[config.mk]
export PLATFORM = sky130hd
export DESIGN_NAME = ordered_dither_raster_packer_flat
export DESIGN_NICKNAME = d
export VERILOG_FILES = /design/src/rtl/odrp_pkg.sv /design/src/rtl/odrp_in_if.sv /design/src/rtl/odrp_out_if.sv /design/src/rtl/odrp_cfg.sv /design/src/rtl/ordered_dither_raster_packer.sv /design/src/flat_wrapper.sv
export SDC_FILE = /design/constraint.sdc
export NUM_CORES = 1
export LEC_CHECK = 0
export BUFFER_PORTS_ARGS = -buffer_cell sky130_fd_sc_hd__buf_2
export CAP_MARGIN = 20
export CORE_MARGIN = 5
export CORE_UTILIZATION = 56
export CTS_BUF_LIST = sky130_fd_sc_hd__clkbuf_8
export DETAILED_ROUTE_END_ITERATION = 8
export PLACE_DENSITY = 0.87
export REMOVE_ABC_BUFFERS = 1
export SLEW_MARGIN = 20
export SYNTH_ARGS = -nofsm -noshare
export SYNTH_HDL_FRONTEND = slang
export SYNTH_SLANG_ARGS = --single-unit
[constraint.sdc]
create_clock -name clk -period 3.43 [get_ports clk]
set_input_delay 1.029 -clock clk [delete_from_list [all_inputs] [get_ports clk]]
set_output_delay 1.029 -clock clk [all_outputs]
set_load 0.02 [all_outputs]
[src/rtl/odrp_pkg.sv]
// ----------------------------------------------------------------------------
// odrp_pkg
// Shared types, codes and the 8x8 threshold table of the dither packer.
// ----------------------------------------------------------------------------
package odrp_pkg;

  localparam int unsigned LP_W    = 12;  // line_pixels register width
  localparam int unsigned CNT_W   = 10;  // byte index and count width
  localparam int unsigned DATA_W  = 32;  // configuration data width
  localparam int unsigned ADDR_W  = 3;   // configuration byte address width

  localparam logic [LP_W-1:0] LINE_PIXELS_RESET = 12'd2400;

  typedef enum logic [0:0] {
    REG_LINE_PIXELS = 1'b0
  } reg_idx_t;

  typedef enum logic [0:0] {
    CMD_PIXEL = 1'b0,
    CMD_EOL   = 1'b1
  } cmd_t;

  typedef enum logic [1:0] {
    KIND_HEADER = 2'd0,
    KIND_BYTE   = 2'd1,
    KIND_EOL    = 2'd2
  } kind_t;

  // Values the configuration block hands to the datapath.
  typedef struct packed {
    logic [CNT_W-1:0] row_bytes;
  } cfg_t;

  localparam logic [7:0] THRESH_ROM [8][8] = '{
    '{8'd0,   8'd128, 8'd32,  8'd160, 8'd8,   8'd136, 8'd40,  8'd168},
    '{8'd192, 8'd64,  8'd224, 8'd96,  8'd200, 8'd72,  8'd232, 8'd104},
    '{8'd48,  8'd176, 8'd16,  8'd144, 8'd56,  8'd184, 8'd24,  8'd152},
    '{8'd240, 8'd112, 8'd208, 8'd80,  8'd248, 8'd120, 8'd216, 8'd88},
    '{8'd12,  8'd140, 8'd44,  8'd174, 8'd4,   8'd132, 8'd36,  8'd164},
    '{8'd204, 8'd76,  8'd236, 8'd108, 8'd196, 8'd68,  8'd228, 8'd100},
    '{8'd60,  8'd188, 8'd28,  8'd156, 8'd52,  8'd180, 8'd20,  8'd148},
    '{8'd252, 8'd124, 8'd210, 8'd92,  8'd244, 8'd116, 8'd212, 8'd84}
  };

endpackage

[src/rtl/odrp_in_if.sv]
// ----------------------------------------------------------------------------
// odrp_in_if
// Pixel request channel: grey level or end-of-line command.
// ----------------------------------------------------------------------------
interface odrp_in_if;
  logic       valid;
  logic       ready;
  logic [0:0] cmd;
  logic [7:0] level;

  modport source (output valid, output cmd, output level, input ready);
  modport sink   (input valid, input cmd, input level, output ready);
endinterface

[src/rtl/odrp_out_if.sv]
// ----------------------------------------------------------------------------
// odrp_out_if
// Result request channel: row header, raster byte or end-of-line byte.
// ----------------------------------------------------------------------------
interface odrp_out_if;
  logic       valid;
  logic       ready;
  logic [1:0] kind;
  logic [7:0] data_byte;
  logic [9:0] count;

  modport source (output valid, output kind, output data_byte, output count, input ready);
  modport sink   (input valid, input kind, input data_byte, input count, output ready);
endinterface

[src/rtl/odrp_cfg.sv]
// ----------------------------------------------------------------------------
// odrp_cfg
// APB-style register port holding line_pixels and the derived row length.
// ----------------------------------------------------------------------------
module odrp_cfg import odrp_pkg::*; (
  input  logic              clk,
  input  logic              rst_n,
  input  logic              cfg_psel,
  input  logic              cfg_penable,
  input  logic              cfg_pwrite,
  input  logic [ADDR_W-1:0] cfg_paddr,
  input  logic [DATA_W-1:0] cfg_pwdata,
  output logic [DATA_W-1:0] cfg_prdata,
  output logic              cfg_pready,
  output cfg_t              cfg
);

  logic [LP_W-1:0] line_pixels_r;
  logic [LP_W-1:0] line_pixels_nxt;
  logic            wr_en;
  reg_idx_t        reg_idx;

  assign cfg_pready = 1'b1;
  assign reg_idx    = reg_idx_t'(cfg_paddr[2]);
  assign wr_en      = cfg_psel && cfg_penable && cfg_pwrite && cfg_pready;

  always_comb begin
    line_pixels_nxt = line_pixels_r;
    if (wr_en && (reg_idx == REG_LINE_PIXELS)) begin
      line_pixels_nxt = cfg_pwdata[LP_W-1:0];
    end
  end

  always_ff @(posedge clk) begin
    if (!rst_n) begin
      line_pixels_r <= LINE_PIXELS_RESET;
    end else begin
      line_pixels_r <= line_pixels_nxt;
    end
  end

  always_comb begin
    case (reg_idx)
      REG_LINE_PIXELS: cfg_prdata = {{(DATA_W-LP_W){1'b0}}, line_pixels_r};
      default:         cfg_prdata = '0;
    endcase
  end

  // Bytes per row is line_pixels / 8 + 1, at most 512.
  assign cfg.row_bytes   = {1'b0, line_pixels_r[LP_W-1:3]} + CNT_W'(1);

endmodule

[src/rtl/ordered_dither_raster_packer.sv]
// ----------------------------------------------------------------------------
// ordered_dither_raster_packer
// Ordered 8x8 dither of grey pixels, packed MSB first into raster bytes.
// ----------------------------------------------------------------------------
// Usage:
//   in_ch carries pixel requests (cmd = pixel, level = grey value) and
//   end-of-line requests. A pixel at the start of a row yields a header
//   with the bytes per row; every eighth pixel yields a full raster byte;
//   end of line yields the partial byte and the count of zero bytes that
//   would fill the row, then the line phase advances.
//   out_ch carries at most one result per request, registered, in the
//   cycle after the request is accepted.
//   The block accepts one request every cycle. The per-pixel work is one
//   table lookup, a compare and a 10-bit add and compare, all between the
//   state registers and the result register. in_ch.ready is low only while
//   a result waits in the result register and out_ch.ready is low; a
//   pixel that yields no result still waits behind it.
//   line_pixels is written through the cfg_ APB port (byte address 0) and
//   is read back there; write it only while the block is idle.
//   Synchronous active-low reset clears the line phase, packer, byte index
//   and result valid, and sets line_pixels to 2400.
// ----------------------------------------------------------------------------
module ordered_dither_raster_packer import odrp_pkg::*; (
  input  logic              clk,
  input  logic              rst_n,
  odrp_in_if.sink           in_ch,
  odrp_out_if.source        out_ch,
  input  logic              cfg_psel,
  input  logic              cfg_penable,
  input  logic              cfg_pwrite,
  input  logic [ADDR_W-1:0] cfg_paddr,
  input  logic [DATA_W-1:0] cfg_pwdata,
  output logic [DATA_W-1:0] cfg_prdata,
  output logic              cfg_pready
);

  cfg_t cfg;

  odrp_cfg u_cfg (
    .clk         (clk),
    .rst_n       (rst_n),
    .cfg_psel    (cfg_psel),
    .cfg_penable (cfg_penable),
    .cfg_pwrite  (cfg_pwrite),
    .cfg_paddr   (cfg_paddr),
    .cfg_pwdata  (cfg_pwdata),
    .cfg_prdata  (cfg_prdata),
    .cfg_pready  (cfg_pready),
    .cfg         (cfg)
  );

  logic [2:0]       line_phase_r, line_phase_nxt;
  logic [2:0]       bit_pos_r, bit_pos_nxt;
  logic [7:0]       partial_r, partial_nxt;
  logic [CNT_W-1:0] byte_index_r, byte_index_nxt;

  logic             out_valid_r, out_valid_nxt;
  kind_t            out_kind_r, out_kind_nxt;
  logic [7:0]       out_data_r, out_data_nxt;
  logic [CNT_W-1:0] out_count_r, out_count_nxt;

  logic             accept;
  logic             has_result;
  logic             dot;
  logic [7:0]       packed_byte;
  logic [CNT_W-1:0] index_inc;
  logic [CNT_W:0]   index_plus1;

  assign in_ch.ready = !out_valid_r || out_ch.ready;
  assign accept      = in_ch.valid && in_ch.ready;

  assign dot         = in_ch.level <= THRESH_ROM[line_phase_r][bit_pos_r];
  assign packed_byte = partial_r | ({dot, 7'b0} >> bit_pos_r);
  assign index_inc   = (bit_pos_r == 3'd7) ? byte_index_r + CNT_W'(1) : byte_index_r;
  // One bit wider so that an index at the top of its range compares correctly.
  assign index_plus1 = {1'b0, byte_index_r} + (CNT_W+1)'(1);

  always_comb begin
    line_phase_nxt = line_phase_r;
    bit_pos_nxt    = bit_pos_r;
    partial_nxt    = partial_r;
    byte_index_nxt = byte_index_r;
    has_result     = 1'b0;
    out_kind_nxt   = out_kind_r;
    out_data_nxt   = out_data_r;
    out_count_nxt  = out_count_r;

    if (accept) begin
      if (cmd_t'(in_ch.cmd) == CMD_EOL) begin
        has_result    = 1'b1;
        out_kind_nxt  = KIND_EOL;
        out_data_nxt  = partial_r;
        if (index_plus1 < {1'b0, cfg.row_bytes}) begin
          out_count_nxt = cfg.row_bytes - index_plus1[CNT_W-1:0];
        end else begin
          out_count_nxt = '0;
        end
        line_phase_nxt = line_phase_r + 3'd1;
        bit_pos_nxt    = '0;
        partial_nxt    = '0;
        byte_index_nxt = '0;
      end else begin
        if ((byte_index_r == '0) && (bit_pos_r == 3'd0)) begin
          has_result    = 1'b1;
          out_kind_nxt  = KIND_HEADER;
          out_data_nxt  = '0;
          out_count_nxt = cfg.row_bytes;
        end
        if (bit_pos_r == 3'd7) begin
          has_result    = 1'b1;
          out_kind_nxt  = KIND_BYTE;
          out_data_nxt  = packed_byte;
          out_count_nxt = '0;
          partial_nxt   = '0;
        end else begin
          partial_nxt   = packed_byte;
        end
        bit_pos_nxt = bit_pos_r + 3'd1;
        // The row length may have shrunk since the index was last checked.
        byte_index_nxt = (index_inc >= cfg.row_bytes) ? '0 : index_inc;
      end
    end
  end

  always_comb begin
    if (accept && has_result) begin
      out_valid_nxt = 1'b1;
    end else if (out_ch.ready) begin
      out_valid_nxt = 1'b0;
    end else begin
      out_valid_nxt = out_valid_r;
    end
  end

  always_ff @(posedge clk) begin
    if (!rst_n) begin
      line_phase_r <= '0;
      bit_pos_r    <= '0;
      partial_r    <= '0;
      byte_index_r <= '0;
      out_valid_r  <= 1'b0;
    end else begin
      line_phase_r <= line_phase_nxt;
      bit_pos_r    <= bit_pos_nxt;
      partial_r    <= partial_nxt;
      byte_index_r <= byte_index_nxt;
      out_valid_r  <= out_valid_nxt;
    end
  end

  always_ff @(posedge clk) begin
    out_kind_r  <= out_kind_nxt;
    out_data_r  <= out_data_nxt;
    out_count_r <= out_count_nxt;
  end

  assign out_ch.valid     = out_valid_r;
  assign out_ch.kind      = out_kind_r;
  assign out_ch.data_byte = out_data_r;
  assign out_ch.count     = out_count_r;

`ifndef SYNTHESIS
  // Bits not yet reached in the current byte are always clear.
  a_partial_clean: assert property (@(posedge clk) disable iff (!rst_n)
    ((partial_r & (8'hFF >> bit_pos_r)) == 8'h00))
    else $error("packer holds bits below the current position");

  a_eol_result: assert property (@(posedge clk) disable iff (!rst_n)
    (accept && (cmd_t'(in_ch.cmd) == CMD_EOL)) |=>
      (out_valid_r && (out_kind_r == KIND_EOL) && (bit_pos_r == 3'd0)
       && (byte_index_r == '0) && (partial_r == 8'h00)))
    else $error("end of line did not emit its byte and clear the packer");

  a_byte_result: assert property (@(posedge clk) disable iff (!rst_n)
    (accept && (cmd_t'(in_ch.cmd) == CMD_PIXEL) && (bit_pos_r == 3'd7)) |=>
      (out_valid_r && (out_kind_r == KIND_BYTE) && (bit_pos_r == 3'd0)))
    else $error("eighth pixel did not emit a raster byte");
`endif

endmodule

[src/flat_wrapper.sv]
// flat-port wrapper written by rule: the top's interface ports become plain ports
module ordered_dither_raster_packer_flat import odrp_pkg::*;
  (clk, rst_n, cfg_psel, cfg_penable, cfg_pwrite, cfg_paddr, cfg_pwdata, cfg_prdata, cfg_pready, in_ch_valid, in_ch_cmd, in_ch_level, in_ch_ready, out_ch_valid, out_ch_kind, out_ch_data_byte, out_ch_count, out_ch_ready);
  odrp_in_if in_ch_i ();
  odrp_out_if out_ch_i ();
  input  logic clk;
  input  logic rst_n;
  input  logic cfg_psel;
  input  logic cfg_penable;
  input  logic cfg_pwrite;
  input  logic [ADDR_W-1:0] cfg_paddr;
  input  logic [DATA_W-1:0] cfg_pwdata;
  output logic [DATA_W-1:0] cfg_prdata;
  output logic cfg_pready;
  input wire logic [$bits(in_ch_i.valid)-1:0] in_ch_valid;
  input wire logic [$bits(in_ch_i.cmd)-1:0] in_ch_cmd;
  input wire logic [$bits(in_ch_i.level)-1:0] in_ch_level;
  output wire logic [$bits(in_ch_i.ready)-1:0] in_ch_ready;
  output wire logic [$bits(out_ch_i.valid)-1:0] out_ch_valid;
  output wire logic [$bits(out_ch_i.kind)-1:0] out_ch_kind;
  output wire logic [$bits(out_ch_i.data_byte)-1:0] out_ch_data_byte;
  output wire logic [$bits(out_ch_i.count)-1:0] out_ch_count;
  input wire logic [$bits(out_ch_i.ready)-1:0] out_ch_ready;
  assign in_ch_i.valid = in_ch_valid;
  assign in_ch_i.cmd = in_ch_cmd;
  assign in_ch_i.level = in_ch_level;
  assign in_ch_ready = in_ch_i.ready;
  assign out_ch_valid = out_ch_i.valid;
  assign out_ch_kind = out_ch_i.kind;
  assign out_ch_data_byte = out_ch_i.data_byte;
  assign out_ch_count = out_ch_i.count;
  assign out_ch_i.ready = out_ch_ready;
  ordered_dither_raster_packer u_core (.clk(clk), .rst_n(rst_n), .in_ch(in_ch_i), .out_ch(out_ch_i), .cfg_psel(cfg_psel), .cfg_penable(cfg_penable), .cfg_pwrite(cfg_pwrite), .cfg_paddr(cfg_paddr), .cfg_pwdata(cfg_pwdata), .cfg_prdata(cfg_prdata), .cfg_pready(cfg_pready));
endmodule
==> results.yml <==
clocking:
  cts_setup_buffers: 0
  htreeDepth: 3
  cts_tree: "yes"
  clk_pin_slew_ps: 70
  postCtsHoldBufs: 0
  cts_buffer_depth: 2
  numCtsBuffers: 9
  cts_resized: 0
  cts_num_sinks: 57
  cts-root-buf: "clkbuf_8"
  insertion_delay_ps: 350
setup_path:
  critPathKind: "register to register"
  worstPathRequired_ps: 3610
  crit_fanout: 10
  reg2reg_depth: 9
  startpoint_type: "register"
  critPathArrivalTime_ps: 3330
  endpoint_kind: "register"
synth:
  yosysSeqAreaShare_pct: 31.4
  yosys.cell_types.count: 56
  synth-xor-area-share_pct: 6.57
  synth_top_area_cell: "dfxtp_1"
  synth_edf_count: 20
  synthMuxAreaShare_pct: 0.234
  yosys_warnings: 0
  ys.flop_type: "dfxtp_1"
  syn_inst: 517
  avgSynthCellArea_sq_um: 8.26
  synth_top_area_share_pct: 17.4
  ys_ff_latch: 57
  synth_fa_ha_area_share_pct: 14.0
  synth_top_family_by_area: "simple AND/OR/NAND/NOR gates"
  synth_compound_area_share_pct: 17.1
  synth-simple-area-share_pct: 20.8
  async_flop_share_pct: 0
  synth.area.top_cells: "dfxtp_1, edfxtp_1, ha_1"
  netlist_area_sq_um: 4270
cells_and_area:
  nFillCells: 591
  multi_input_area_sq_um: 2590
  final-seq-area_sq_um: 1340
  final_cell_mix: "nand2_1, buf_2, ha_1, dfxtp_1, inv_1"
  n_antenna_cell: 0
  area_growth_pct: 11.3
  fin_nets: 666
  final_core_util_pct: 64.8
  layout_commonest_cell: "nand2_1"
  layout-drive-gt1-share_pct: 18.0
drt:
  postRouteAntennaNets: 0
  avgViaCountPerCell: 5.82
  drt-pass1-iter-count: 5
  drc: 0
  wl_per_cell_microns: 15.3
  via_count: 3914
  first_iter_violations: 314
  routed_wl_microns: 10300
global_route:
  met3_usage_pct: 3.66
  grt_pass1_vias: 3698
  met2_usage_pct: 36.0
  top_usage_layer: "met2"
  antenna_found_initial: 0
  grt_max_degree: 24
  grt-ovfl-total: 0
  grt_pass1_wl_microns: 16900
  use_met1_pct: 26.0
  track_usage_pct: 21.3
timing:
  period_share_pct: 91.8
  finalCriticalPeriod_ps: 3150
  fmax_mhz: 318
  finalSetupViolations: 0
  max_slew_margin_pct: 50.5
  maxSlewViolCount: 0
  timing.hold.ws_ps: 460
  clock_skew_ps: 10.0
  fin_tns_setup_ps: 0
  finalHoldViolations: 0
  rsz0062_at_grt: "false"
  worstMarginPinSlew_ps: 743
power:
  total_power_w: 0.00161
  leakagePower_nw: 2.01
  powerDensity_nw_per_um2: 338
  vdd_drop_max_mv: 0.189
run_status:
  status: "completed"
floorplan:
  dieArea_sq_um: 9470
  core_sq_um: 7330
  initial_core_util_pct: 58.2
  rows: 31
  ios: 106
  die_w_microns: 97.3
  die_h_microns: 97.3
placement:
  place.gp.congestion: 0.882
  dpl.hpwl_microns: 7530
  io_buffers: 62
flow_run:
  drv_cap: 0
min_path:
  min_path_type: "register to register"
  min_path_cells: 2
through the flow:
stage	setup slack (ps)	instance area [sq um]	cells
after floorplan	189	4060	487
after detailed placement	263	4560	656
final	281	4750	672
after global placement	428	4560	656
after CTS	219	4750	672
after global routing	85.9	4750	672
where the power goes:
part	internal (W)	total [W]	switching (W)
Clock	0.000333	0.000625	0.000291
Combinational	0.0000796	0.000244	0.000165
Sequential	0.000726	0.000739	0.0000136
Total	0.00114	0.00161	0.000470
flip-flops by register name, indices dropped and copies added (netlist names):
register                    cells
u_core.out_ch.valid             1
u_core.out_ch.kind              2
u_core.u_cfg.line_pixels_r     12
u_core.bit_pos_r                3
u_core.line_phase_r             3
u_core.out_ch.data_byte         8
u_core.partial_r                8
u_core.out_ch.count            10
u_core.byte_index_r            10
kinds of logic (layout without fill, tap and decap cells):
family / after synthesis / in the layout
adder cells (fa/ha/maj): 47 / 47
other: 2 / 21
multiplexers: 1 / 1
AO/OA/AOI/OAI: 112 / 112
AND/OR/NAND/NOR: 182 / 182
XOR/XNOR: 32 / 32
buffers and inverters: 84 / 121
flip-flops: 57 / 57
worst max-delay path, cell delays in order, from the launching register on:
cell	delay [ps]
dfxtp_1	380
ha_1	270
nand4_1	130
nor2_1	60
xnor2_1	450
ha_1	430
a2111oi_1	490
o21ai_1	150
a21o_1	320
o32ai_2	300
worst paths after layout:
check | end | startpoint | slack, ps
max | u_core.out_ch.count[5]$_DFFE_PP_ | u_core.u_cfg.line_pixels_r[3]$_SDFFE_PN0P_ | 280
min | u_core.u_cfg.line_pixels_r[0]$_SDFFE_PN0P_ | u_core.u_cfg.line_pixels_r[0]$_SDFFE_PN0P_ | 460
max reg2reg | u_core.out_ch.count[5]$_DFFE_PP_ | u_core.u_cfg.line_pixels_r[3]$_SDFFE_PN0P_ | 280
min reg2reg | u_core.u_cfg.line_pixels_r[0]$_SDFFE_PN0P_ | u_core.u_cfg.line_pixels_r[0]$_SDFFE_PN0P_ | 460
Yosys cell counts (4+ instances only):
master    instances
edfxtp_1         20
nand3_1          27
nand4_1           5
o31ai_1           7
o21a_1            6
nor2_1           23
xor2_1           12
buf_4            23
nor4_1            4
nand2_1          74
buf_2            10
o21ai_1          11
o21ai_0          13
ha_1             46
dfxtp_1          37
inv_1            35
o22ai_1          10
nor3_1           11
clkbuf_1         15
nor2b_1          14
xnor2_1          20
a21oi_1          35
o211ai_1          4
layer usage:
metal | up-vias | share of wire, %
met5 | - | 0
met4 | 0 | 3.3
met3 | 33 | 6.3
met2 | 170 | 50
met1 | 1862 | 41
li1 | 1849 | -
cell type report:
cell class	instances	share of cell area [%]
inverter	35	2.76
clock buffer	9	2.61
sequential	57	28.2
clock inverter	7	1.50
tap	99	2.61
multi-input combinational	395	54.5
timing repair buffer	70	7.79
Power figures use the tool's default switching activity.
